### src/rtl/core/mme_pkg.sv
// Shared types for the modular exponentiation core.
`timescale 1ns / 1ps
package mme_pkg;

  // Status of the shared multiply-reduce unit, reported to the sequencer.
  typedef struct packed {
    logic busy;
    logic done;
  } mul_status_t;

endpackage

### src/rtl/core/mme_if.sv
// Valid/ready channel interfaces for operands and results.
`timescale 1ns / 1ps
interface mme_in_if #(
  parameter int W = 32
);
  logic         valid;
  logic         ready;
  logic [W-1:0] base_value;
  logic [W-1:0] exponent;
  logic [W-1:0] modulus;

  modport source (output valid, base_value, exponent, modulus, input ready);
  modport sink   (input valid, base_value, exponent, modulus, output ready);
endinterface

interface mme_out_if #(
  parameter int W = 32
);
  logic         valid;
  logic         ready;
  logic [W-1:0] power_result;

  modport source (output valid, power_result, input ready);
  modport sink   (input valid, power_result, output ready);
endinterface

### src/rtl/core/mme_bit_cell.sv
// One cell of the multiplier operand chain: holds one bit, passes it upward.
`timescale 1ns / 1ps
module mme_bit_cell (
  input  logic clk,
  input  logic load,
  input  logic shift,
  input  logic load_bit,
  input  logic prev_bit,
  output logic bit_q
);

  logic bit_r;
  logic bit_nxt;

  // Parallel load wins; otherwise take the neighbor's bit on a shift.
  always_comb begin
    bit_nxt = bit_r;
    if (load) begin
      bit_nxt = load_bit;
    end else if (shift) begin
      bit_nxt = prev_bit;
    end
  end

  always_ff @(posedge clk) begin
    bit_r <= bit_nxt;
  end

  assign bit_q = bit_r;

endmodule

### src/rtl/core/mme_modmul.sv
// Bit-serial modular multiplier: one operand bit per cycle, MSB first.
`timescale 1ns / 1ps
module mme_modmul
  import mme_pkg::*;
#(
  parameter int W = 32
) (
  input  logic        clk,
  input  logic        rst_n,
  input  logic        start,
  input  logic [W-1:0] a_in,
  input  logic [W-1:0] b_in,
  input  logic [W-1:0] m_in,
  output mul_status_t status,
  output logic [W-1:0] product
);

  localparam int CW = (W > 1) ? $clog2(W) : 1;

  logic [W-1:0]  a_r;
  logic [W-1:0]  m_r;
  logic [W-1:0]  acc_r, acc_nxt;
  logic [CW-1:0] cnt_r;
  logic          busy_r;
  logic          done_r;
  logic [W-1:0]  chain;
  logic [W:0]    dbl, dbl_red, sum, sum_red;

  // Operand chain: cell 0 receives zero, the top cell feeds the adder.
  for (genvar i = 0; i < W; i++) begin : g_cell
    mme_bit_cell u_cell (
      .clk      (clk),
      .load     (start),
      .shift    (busy_r),
      .load_bit (b_in[i]),
      .prev_bit ((i == 0) ? 1'b0 : chain[(i == 0) ? 0 : i-1]),
      .bit_q    (chain[i])
    );
  end

  // Doubling and conditional add, each reduced by one compare-subtract.
  always_comb begin
    dbl     = {1'b0, acc_r} + {1'b0, acc_r};
    dbl_red = (dbl >= {1'b0, m_r}) ? dbl - {1'b0, m_r} : dbl;
    sum     = dbl_red + {1'b0, a_r};
    sum_red = (sum >= {1'b0, m_r}) ? sum - {1'b0, m_r} : sum;
    acc_nxt = chain[W-1] ? sum_red[W-1:0] : dbl_red[W-1:0];
  end

  always_ff @(posedge clk) begin
    if (!rst_n) begin
      busy_r <= 1'b0;
      done_r <= 1'b0;
      cnt_r  <= '0;
    end else begin
      done_r <= 1'b0;
      if (start) begin
        busy_r <= 1'b1;
        cnt_r  <= '0;
      end else if (busy_r) begin
        cnt_r <= cnt_r + 1'b1;
        if (cnt_r == CW'(W - 1)) begin
          busy_r <= 1'b0;
          done_r <= 1'b1;
        end
      end
    end
  end

  always_ff @(posedge clk) begin
    if (start) begin
      a_r   <= a_in;
      m_r   <= m_in;
      acc_r <= '0;
    end else if (busy_r) begin
      acc_r <= acc_nxt;
    end
  end

  assign status.busy = busy_r;
  assign status.done = done_r;
  assign product     = acc_r;

endmodule

### src/rtl/core/modular_exponentiation_core.sv
// Modular exponentiation core: base^exponent mod modulus, square and multiply.
//
// Usage: an operand transfer on in_ch carries base_value, exponent and
// modulus. One result transfer on out_ch carries power_result. The block
// works on one item at a time; in_ch.ready is high only while it is idle.
// Steps: the block takes the operands, reduces the base by restoring
// division, then for each exponent bit up to the highest set one runs a
// check, one modular multiply when the bit is set and one squaring, each
// in the shared bit-serial multiplier (start, W bit steps, done), and a
// final state. The multiplier takes one operand bit per cycle.
// An exponent of zero gives 1 for any nonzero modulus; a modulus of zero gives 0.
// The result sits in an output register until taken. The next item is
// taken while that result waits; a stalled receiver then holds the block
// in its final state until the output register is free.
// Reset (synchronous, active low) clears the sequencer and output valid.
`timescale 1ns / 1ps
module modular_exponentiation_core
  import mme_pkg::*;
#(
  parameter int OPERAND_WIDTH = 32
) (
  input  logic clk,
  input  logic rst_n,
  mme_in_if.sink    in_ch,
  mme_out_if.source out_ch
);

  localparam int W  = OPERAND_WIDTH;
  localparam int CW = (W > 1) ? $clog2(W) : 1;

  typedef enum logic [2:0] {
    S_IDLE, S_REDUCE, S_CHECK, S_MUL_ACC, S_MUL_SQ, S_FINISH
  } state_t;

  state_t        state_r;
  logic [W-1:0]  base_r;
  logic [W-1:0]  expo_r;
  logic [W-1:0]  mod_r;
  logic [W-1:0]  acc_r;
  logic [W-1:0]  sq_r;
  logic [W-1:0]  rem_r;
  logic [CW-1:0] cnt_r;
  logic          wait_r;
  logic          out_valid_r;
  logic [W-1:0]  out_data_r;
  logic [W:0]    rem_shift, rem_nxt;
  logic          mul_start;
  logic [W-1:0]  mul_b;
  logic [W-1:0]  acc_b;
  logic [W-1:0]  product;
  mul_status_t   mul_stat;

  // One restoring division step for reducing the base.
  always_comb begin
    rem_shift = {rem_r, base_r[W-1]};
    rem_nxt   = (rem_shift >= {1'b0, mod_r}) ? rem_shift - {1'b0, mod_r} : rem_shift;
  end

  // The accumulator starts at 1, which a modulus of one reduces to 0.
  assign acc_b     = (mod_r == W'(1)) ? '0 : acc_r;
  assign mul_b     = (state_r == S_MUL_ACC) ? acc_b : sq_r;
  assign mul_start = (state_r == S_MUL_ACC || state_r == S_MUL_SQ) && !wait_r;

  mme_modmul #(.W(W)) u_mul (
    .clk     (clk),
    .rst_n   (rst_n),
    .start   (mul_start),
    .a_in    (sq_r),
    .b_in    (mul_b),
    .m_in    (mod_r),
    .status  (mul_stat),
    .product (product)
  );

  // Sequencer and output register.
  always_ff @(posedge clk) begin
    if (!rst_n) begin
      state_r     <= S_IDLE;
      wait_r      <= 1'b0;
      out_valid_r <= 1'b0;
      cnt_r       <= '0;
    end else begin
      if (out_valid_r && out_ch.ready && state_r != S_FINISH) begin
        out_valid_r <= 1'b0;
      end
      unique case (state_r)
        S_IDLE: begin
          if (in_ch.valid) begin
            base_r  <= in_ch.base_value;
            expo_r  <= in_ch.exponent;
            mod_r   <= in_ch.modulus;
            acc_r   <= W'(1);
            rem_r   <= '0;
            cnt_r   <= '0;
            state_r <= S_REDUCE;
          end
        end
        S_REDUCE: begin
          rem_r  <= rem_nxt[W-1:0];
          base_r <= {base_r[W-2:0], 1'b0};
          cnt_r  <= cnt_r + 1'b1;
          if (cnt_r == CW'(W - 1)) begin
            sq_r    <= rem_nxt[W-1:0];
            state_r <= S_CHECK;
          end
        end
        S_CHECK: begin
          if (mod_r == '0) begin
            acc_r   <= '0;
            state_r <= S_FINISH;
          end else if (expo_r == '0) begin
            state_r <= S_FINISH;
          end else if (expo_r[0]) begin
            state_r <= S_MUL_ACC;
          end else begin
            state_r <= S_MUL_SQ;
          end
        end
        S_MUL_ACC: begin
          if (!wait_r) begin
            wait_r <= 1'b1;
          end else if (mul_stat.done) begin
            wait_r  <= 1'b0;
            acc_r   <= product;
            state_r <= S_MUL_SQ;
          end
        end
        S_MUL_SQ: begin
          if (!wait_r) begin
            wait_r <= 1'b1;
          end else if (mul_stat.done) begin
            wait_r  <= 1'b0;
            sq_r    <= product;
            expo_r  <= expo_r >> 1;
            state_r <= S_CHECK;
          end
        end
        S_FINISH: begin
          if (!out_valid_r || out_ch.ready) begin
            out_valid_r <= 1'b1;
            out_data_r  <= acc_r;
            state_r     <= S_IDLE;
          end
        end
        default: state_r <= S_IDLE;
      endcase
    end
  end

  assign in_ch.ready         = (state_r == S_IDLE);
  assign out_ch.valid        = out_valid_r;
  assign out_ch.power_result = out_data_r;

endmodule
### src/flat_wrapper.sv
// flat-port wrapper written by rule: the top's interface ports become plain ports
module modular_exponentiation_core_flat import mme_pkg::*;
#(
  parameter int OPERAND_WIDTH = 32
)
  (clk, rst_n, in_ch_valid, in_ch_base_value, in_ch_exponent, in_ch_modulus, in_ch_ready, out_ch_valid, out_ch_power_result, out_ch_ready);
  mme_in_if in_ch_i ();
  mme_out_if out_ch_i ();
  input  logic clk;
  input  logic rst_n;
  input wire logic [$bits(in_ch_i.valid)-1:0] in_ch_valid;
  input wire logic [$bits(in_ch_i.base_value)-1:0] in_ch_base_value;
  input wire logic [$bits(in_ch_i.exponent)-1:0] in_ch_exponent;
  input wire logic [$bits(in_ch_i.modulus)-1:0] in_ch_modulus;
  output wire logic [$bits(in_ch_i.ready)-1:0] in_ch_ready;
  output wire logic [$bits(out_ch_i.valid)-1:0] out_ch_valid;
  output wire logic [$bits(out_ch_i.power_result)-1:0] out_ch_power_result;
  input wire logic [$bits(out_ch_i.ready)-1:0] out_ch_ready;
  assign in_ch_i.valid = in_ch_valid;
  assign in_ch_i.base_value = in_ch_base_value;
  assign in_ch_i.exponent = in_ch_exponent;
  assign in_ch_i.modulus = in_ch_modulus;
  assign in_ch_ready = in_ch_i.ready;
  assign out_ch_valid = out_ch_i.valid;
  assign out_ch_power_result = out_ch_i.power_result;
  assign out_ch_i.ready = out_ch_ready;
  modular_exponentiation_core #(.OPERAND_WIDTH(OPERAND_WIDTH)) u_core (.clk(clk), .rst_n(rst_n), .in_ch(in_ch_i), .out_ch(out_ch_i));
endmodule
### config.mk
export PLATFORM = sky130hd
export DESIGN_NAME = modular_exponentiation_core_flat
export DESIGN_NICKNAME = d
export VERILOG_FILES = /design/src/rtl/core/mme_pkg.sv /design/src/rtl/core/mme_if.sv /design/src/rtl/core/mme_bit_cell.sv /design/src/rtl/core/mme_modmul.sv /design/src/rtl/core/modular_exponentiation_core.sv /design/src/flat_wrapper.sv
export SDC_FILE = /design/constraint.sdc
export NUM_CORES = 1
export LEC_CHECK = 0
export BUFFER_PORTS_ARGS = -buffer_cell sky130_fd_sc_hd__buf_2
export CAP_MARGIN = 20
export CORE_MARGIN = 10
export CORE_UTILIZATION = 50
export CTS_CLUSTER_DIAMETER = 200
export DETAILED_ROUTE_END_ITERATION = 16
export GPL_TIMING_DRIVEN = 0
export PLACE_DENSITY_LB_ADDON = 0.3
export SYNTH_ARGS = -nofsm -noshare
export SYNTH_HDL_FRONTEND = slang
export SYNTH_SLANG_ARGS = --single-unit
### constraint.sdc
create_clock -name clk -period 7.7 [get_ports clk]
set_clock_uncertainty 0.2 [all_clocks]
set_input_delay 0.77 -clock clk [delete_from_list [all_inputs] [get_ports clk]]
set_output_delay 0.77 -clock clk [all_outputs]
set_load 0.02 [all_outputs]
==> results of run 1 <==
cell families after synthesis:
group	after synthesis	share of synthesized area [%]
simple gates	763	16.1
flops	369	48.9
xor+xnor	109	4.41
mux	35	1.69
fa+ha+maj	136	7.99
buf+inv	189	3.58
compound gates	571	17.4
synthesized netlist by cell type (5+ instances only):
cell type,instances,share of area (%)
mux2i_1,25,1.2
a31oi_1,18,0.52
a31o_2,6,0.24
and3_1,50,1.4
o21a_1,20,0.69
ha_1,132,7.6
and2_1,14,0.40
nand2b_1,25,0.72
a22oi_1,6,0.21
xnor2_1,72,2.9
nor2_1,199,3.4
buf_2,13,0.30
a221oi_1,35,1.4
nand3_1,29,0.67
edfxtp_1,320,44
a32oi_1,7,0.28
o21ai_0,103,2.4
nor4_1,21,0.61
o21ai_1,31,0.72
nor2b_1,24,0.69
nand2_1,313,5.4
nor3_1,27,0.62
mux2_2,8,0.42
o31a_1,5,0.20
a21boi_0,6,0.21
xor2_1,37,1.5
o221ai_1,20,0.81
and4_1,7,0.28
a211oi_1,21,0.73
or3_1,10,0.29
clkbuf_1,65,1.1
inv_1,101,1.7
a21oi_1,146,3.4
o31ai_1,6,0.21
o21bai_1,13,0.45
dfxtp_1,49,4.5
o211ai_1,12,0.42
a21o_1,63,2.2
a211o_1,9,0.36
nand4_1,20,0.58
where the power goes:
group	internal [µW]	switching (µW)
Sequential	2370	241
Combinational	3420	4880
Clock	1090	830
area by class of cell:
class	instances	area, µm²
timing repair buffer	146	803
clock buffer	46	1040
inverter	103	389
multi-input combinational	1614	10600
sequential	369	10600
clock inverter	27	241
buffer	86	413
tap	585	732
fill	3769	18200
cell usage in the layout (no fill, tap or decap), types with 10 or more instances in the layout:
cell,instances
or3_1,10
ha_1,124
mux2i_1,23
nand4_1,20
buf_4,11
inv_1,98
a221oi_1,35
a31oi_1,17
nor2_1,197
nand2b_1,24
nand3_1,29
nor3_1,25
and3_1,47
nor2b_1,21
o21bai_1,13
a211oi_1,19
o21ai_0,97
clkbuf_16,41
a21oi_1,142
dfxtp_1,46
o221ai_1,20
clkbuf_1,66
edfxtp_1,320
o211ai_1,12
xor2_1,37
o21ai_1,36
nand2_1,312
o21a_1,20
buf_2,143
xnor2_1,71
and2_1,14
nor4_1,20
a21o_1,63
final timing paths:
check	from	end	slack, ns	cells past startpoint
max reg2reg	u_core.u_mul.m_r[1]$_DFFE_PP_	u_core.u_mul.product[24]$_SDFFE_PP0P_	0.27	32
max	u_core.u_mul.m_r[1]$_DFFE_PP_	u_core.u_mul.product[24]$_SDFFE_PP0P_	0.27	32
min reg2reg	u_core.cnt_r[3]$_SDFFE_PN0P_	u_core.cnt_r[3]$_SDFFE_PN0P_	0.26	1
min	in_ch_modulus[7]	u_core.mod_r[7]$_DFFE_PP_	0.19	1
metrics by stage:
step | instances | power (µW) | setup TNS, ns | hold WS [ns]
6_report | 2976 | 12800 | 0 | 0.193
5_1_grt | 2976 | 13700 | -0.0874 | 0.180
4_1_cts | 2967 | 12300 | 0 | 0.174
3_5_place_dp | 2893 | 10300 | -14.07 | 0.242
3_3_place_gp | 2890 | 10200 | -11.23 | 0.240
2_1_floorplan | 2172 | 8460 | 0 | 0.223
routing by layer:
layer | part of all wire (%) | routed length [µm] | vias up
met2 | 46 | 30000 | 718
met5 | 0 | 0 | -
met3 | 7.3 | 4710 | 101
li1 | - | - | 8387
met4 | 2.8 | 1830 | 0
met1 | 44 | 28200 | 8383
critical path, delay by kind of cell, from the launching register on:
| family | cells | cell delay (ns) |
|---|---|---|
| AOI/OAI and AO/OA | 16 | 3.25 |
| xor gates and xnor gates | 2 | 0.55 |
| adders and majority gates | 3 | 0.91 |
| buffers and inverters | 4 | 0.69 |
| DFF | 1 | 0.41 |
| muxes | 1 | 0.24 |
| and+or+nand+nor | 6 | 1.03 |
what timing repair did:
item	in CTS	in global routing
hold buffers	0	0
gates resized for setup	11	57
endpoints found under the hold margin	0	0
endpoints found under the setup margin	32	32
pin swaps	1	13
buffers inserted	1	9
==> results.py, run 1 <==
metrics = {
    "cts": {
        "cts_tree": "yes",
        "numCtsBuffers": 40,
        "root_buffer": "clkbuf_16",
        "cts_sinks": 369,
        "clk-insertion-delay-late_ns": 0.55,
        "path_clk_slew_ns": 0.07,
        "htree_levels": 2,
        "clock_path_buffers": 3,
    },
    "timing": {
        "final-setup-viol-count": 0,
        "slew_viol_final": 0,
        "setup_slack_ns": 0.269,
        "slew_headroom_pct": 34.4,
        "rsz0062_at_grt": "true",
        "min_period_ns": 7.43,
        "min_period_over_period_pct": 96.5,
        "final-hold-violation-count": 0,
        "max_freq_ghz": 0.135,
        "tightest_slew_ns": 0.984,
    },
    "setup_path": {
        "critPathMaxFanout": 10,
        "cpPeakStageDelay_ns": 0.41,
        "endpoint_kind": "flop",
        "path_class": "reg2reg",
        "cp.required_ns": 7.92,
        "worstSetupStartpointType": "flop",
        "critPathSlowestCell": "edfxtp_1",
        "crit_arrival_ns": 7.65,
    },
    "logic_synthesis": {
        "ys_seq_elements": 369,
        "syn_area_per_cell_um2": 9.98,
        "netlist_area_um2": 21700,
        "synthArstFlopShare_pct": 0,
        "synth.distinct_cells": 87,
        "synth_ff_type": "edfxtp_1",
        "synth_cells": 2172,
        "synth_fp_nets": 2408,
        "synth_edf_count": 320,
        "yosys_warnings": 0,
        "yosysSeqAreaShare_pct": 48.9,
    },
    "detailed_routing": {
        "first_iter_violations": 1613,
        "ant_nets": 0,
        "via_count": 17600,
        "dr.pass1.iters": 6,
        "drc": 0,
        "post_drt_wl_per_cell_um": 21.7,
        "wl_mm": 64.7,
        "avgViaCountPerCell": 5.91,
    },
    "global_routing": {
        "met3_usage_pct": 3.87,
        "grt_pass1_vias": 16800,
        "grt_use_total_pct": 23.7,
        "grt_max_degree": 74,
        "grt_pass1_wl_mm": 97.1,
        "busiest_layer": "met2",
        "grtUsageMet2_pct": 38.9,
        "antenna_found_initial": 1,
        "met1_usage_pct": 31.7,
        "grt_overflow": 0,
    },
    "power_and_ir_drop": {
        "ir_drop_mv": 0.344,
        "powerDensity_nw_per_um2": 518,
        "leakage_uw": 0.0101,
    },
    "placement": {
        "place_congestion": 0.963,
        "portBuffers": 133,
        "placed_area_um2": 23200,
        "place_ws_ns": -0.509,
        "dp_hpwl_mm": 50.7,
    },
    "cells_and_area": {
        "area_growth_syn_to_layout_pct": 14.3,
        "stdcell_area_um2": 24800,
        "antenna_cells": 0,
        "nets": 2596,
        "final_util_pct": 57.6,
        "drive_above_1_share_pct": 13.2,
    },
    "die": {
        "io_pins": 134,
        "core_area_um2": 43000,
        "rows": 76,
        "die_area_um2": 52100,
        "die_h_um": 228,
        "start_util_pct": 50.4,
        "die_w_um": 228,
    },
    "job": {
        "max_cap_violations": 0,
    },
    "hold_path": {
        "hold_class": "in2reg",
    },
    "status": {
        "status": "complete, no violations",
    },
}
(Power assumes the default switching activity.)
==> run 2, diff against run 1 <==
- BUFFER_PORTS_ARGS: -buffer_cell sky130_fd_sc_hd__buf_2 -> -buffer_cell sky130_fd_sc_hd__buf_4
- REMOVE_ABC_BUFFERS: default -> 1
==> run 2 against run 1 <==
Total power rose by 2.3%. Critical path depth down 1. Sequential share of layout area shrank 1.1 points. Setup slack got worse by 0.15 ns.
==> results.py, run 2 (synthesis gave the netlist of run 1 again) <==
metrics = {
    "cts": {
        "numCtsBuffers": 40,
        "clk-insertion-delay-late_ns": 0.58,
        "htree_levels": 2,
        "cts_sinks": 369,
        "root_buffer": "clkbuf_16",
        "path_clk_slew_ns": 0.06,
        "clock_path_buffers": 3,
        "cts_tree": "yes",
    },
    "detailed_routing": {
        "ant_nets": 0,
        "drc": 0,
        "post_drt_wl_per_cell_um": 22.3,
        "via_count": 17500,
        "dr.pass1.iters": 5,
        "wl_mm": 65.1,
        "avgViaCountPerCell": 5.99,
        "first_iter_violations": 1362,
    },
    "timing": {
        "final-setup-viol-count": 0,
        "min_period_ns": 7.58,
        "min_period_over_period_pct": 98.4,
        "tightest_slew_ns": 1.06,
        "max_freq_ghz": 0.132,
        "tns_ns": 0,
        "whs_ns": 0.167,
        "slew_viol_final": 0,
        "slew_headroom_pct": 29.4,
        "setup_slack_ns": 0.121,
        "final-hold-violation-count": 0,
    },
    "hold_path": {
        "hold_class": "in2reg",
    },
    "die": {
        "start_util_pct": 50.4,
        "die_w_um": 228,
        "die_h_um": 228,
        "core_area_um2": 43000,
        "die_area_um2": 52100,
        "io_pins": 134,
        "rows": 76,
    },
    "global_routing": {
        "grt_pass1_vias": 16900,
        "grt_pass1_wl_mm": 98.6,
        "grt_use_total_pct": 24.0,
        "grt_overflow": 0,
        "grt_max_degree": 98,
        "antenna_found_initial": 0,
    },
    "job": {
        "max_cap_violations": 0,
    },
    "cells_and_area": {
        "final_common_cell": "edfxtp_1",
        "nets": 2545,
        "regArea_um2": 10600,
        "drive_above_1_share_pct": 15.7,
        "fill_cells": 3681,
        "multi_input_area_um2": 10900,
        "layout.cells.non_filler": 2925,
        "antenna_cells": 0,
        "area_growth_syn_to_layout_pct": 17.3,
        "final_cell_mix": "edfxtp_1 (320), nand2_1 (310), nor2_1 (196)",
    },
    "setup_path": {
        "critPathMaxFanout": 8,
        "endpoint_kind": "flop",
        "crit_arrival_ns": 7.79,
        "cp.required_ns": 7.91,
        "cpPeakStageDelay_ns": 0.49,
        "path_class": "reg2reg",
        "worstSetupStartpointType": "flop",
        "critPathSlowestCell": "a2111oi_1",
    },
    "power_and_ir_drop": {
        "powerDensity_nw_per_um2": 516,
        "ir_drop_mv": 0.530,
        "leakage_uw": 0.0104,
    },
    "placement": {
        "dp_hpwl_mm": 47.8,
        "place_congestion": 0.959,
        "dp_cells": 2823,
        "portBuffers": 133,
        "place_ws_ns": -1.26,
    },
    "status": {
        "status": "complete, no violations",
    },
}
## run 2: power by group
| part | internal (µW) | switching, µW | total [µW] | leakage (µW) |
|---|---|---|---|---|
| logic | 3620 | 5100 | 8720 | 0.00641 |
| clock network | 1010 | 819 | 1830 | 0.000594 |
| registers | 2370 | 203 | 2580 | 0.00336 |
## run 2: stage by stage
step	power [µW]	instance area (µm²)	util [%]
6_report	13100	25400	59.2
5_1_grt	13900	25400	59.2
4_1_cts	12400	25000	58.0
3_5_place_dp	10200	23500	54.6
3_3_place_gp	10000	23000	53.5
2_1_floorplan	8270	21300	-
## run 2: path summary, 6_finish.rpt
path | cells past startpoint | to | slack [ns] | start
max reg2reg | 31 | u_core.u_mul.product[24]$_SDFFE_PP0P_ | 0.12 | u_core.u_mul.m_r[1]$_DFFE_PP_
max | 31 | u_core.u_mul.product[24]$_SDFFE_PP0P_ | 0.12 | u_core.u_mul.m_r[1]$_DFFE_PP_
min reg2reg | 0 | u_core.u_mul.a_r[29]$_DFFE_PP_ | 0.25 | u_core.sq_r[29]$_DFFE_PP_
min | 1 | u_core.mod_r[7]$_DFFE_PP_ | 0.17 | in_ch_modulus[7]
## run 2: layout make-up
type / count / area share (%)
clock inverters: 22 / 0.600
well taps: 585 / 2.88
repair buffers: 180 / 6.42
clock buffers: 51 / 4.18
flip-flops and latches: 369 / 41.7
multi-input cells: 1615 / 42.7
inverters: 103 / 1.54
## run 2: timing repair
item                                    CTS  global route
buffers inserted                         13            15
hold buffers                              0             0
resized for setup                        27            88
cloned                                    1             0
pin swaps                                 4            29
endpoints found under the setup margin   32            32
## run 2: critical path, delay by kind of cell, from the launching register on
kind | cells | cell delay (ns)
AOI/OAI and AO/OA | 15 | 3.64
adders and majority gates | 3 | 1.03
and+or+nand+nor | 7 | 1.31
xor gates and xnor gates | 2 | 0.28
DFF | 1 | 0.37
muxes | 1 | 0.14
buffers and inverters | 3 | 0.43
## run 2: per-layer routing
metal / vias up / wire [µm] / GRT usage (%)
li1: 8300 / - / -
met4: 0 / 1620 / 7.33
met1: 8491 / 28900 / 32.7
met3: 101 / 4120 / 3.18
met2: 623 / 30400 / 39.2
met5: - / 0 / 0
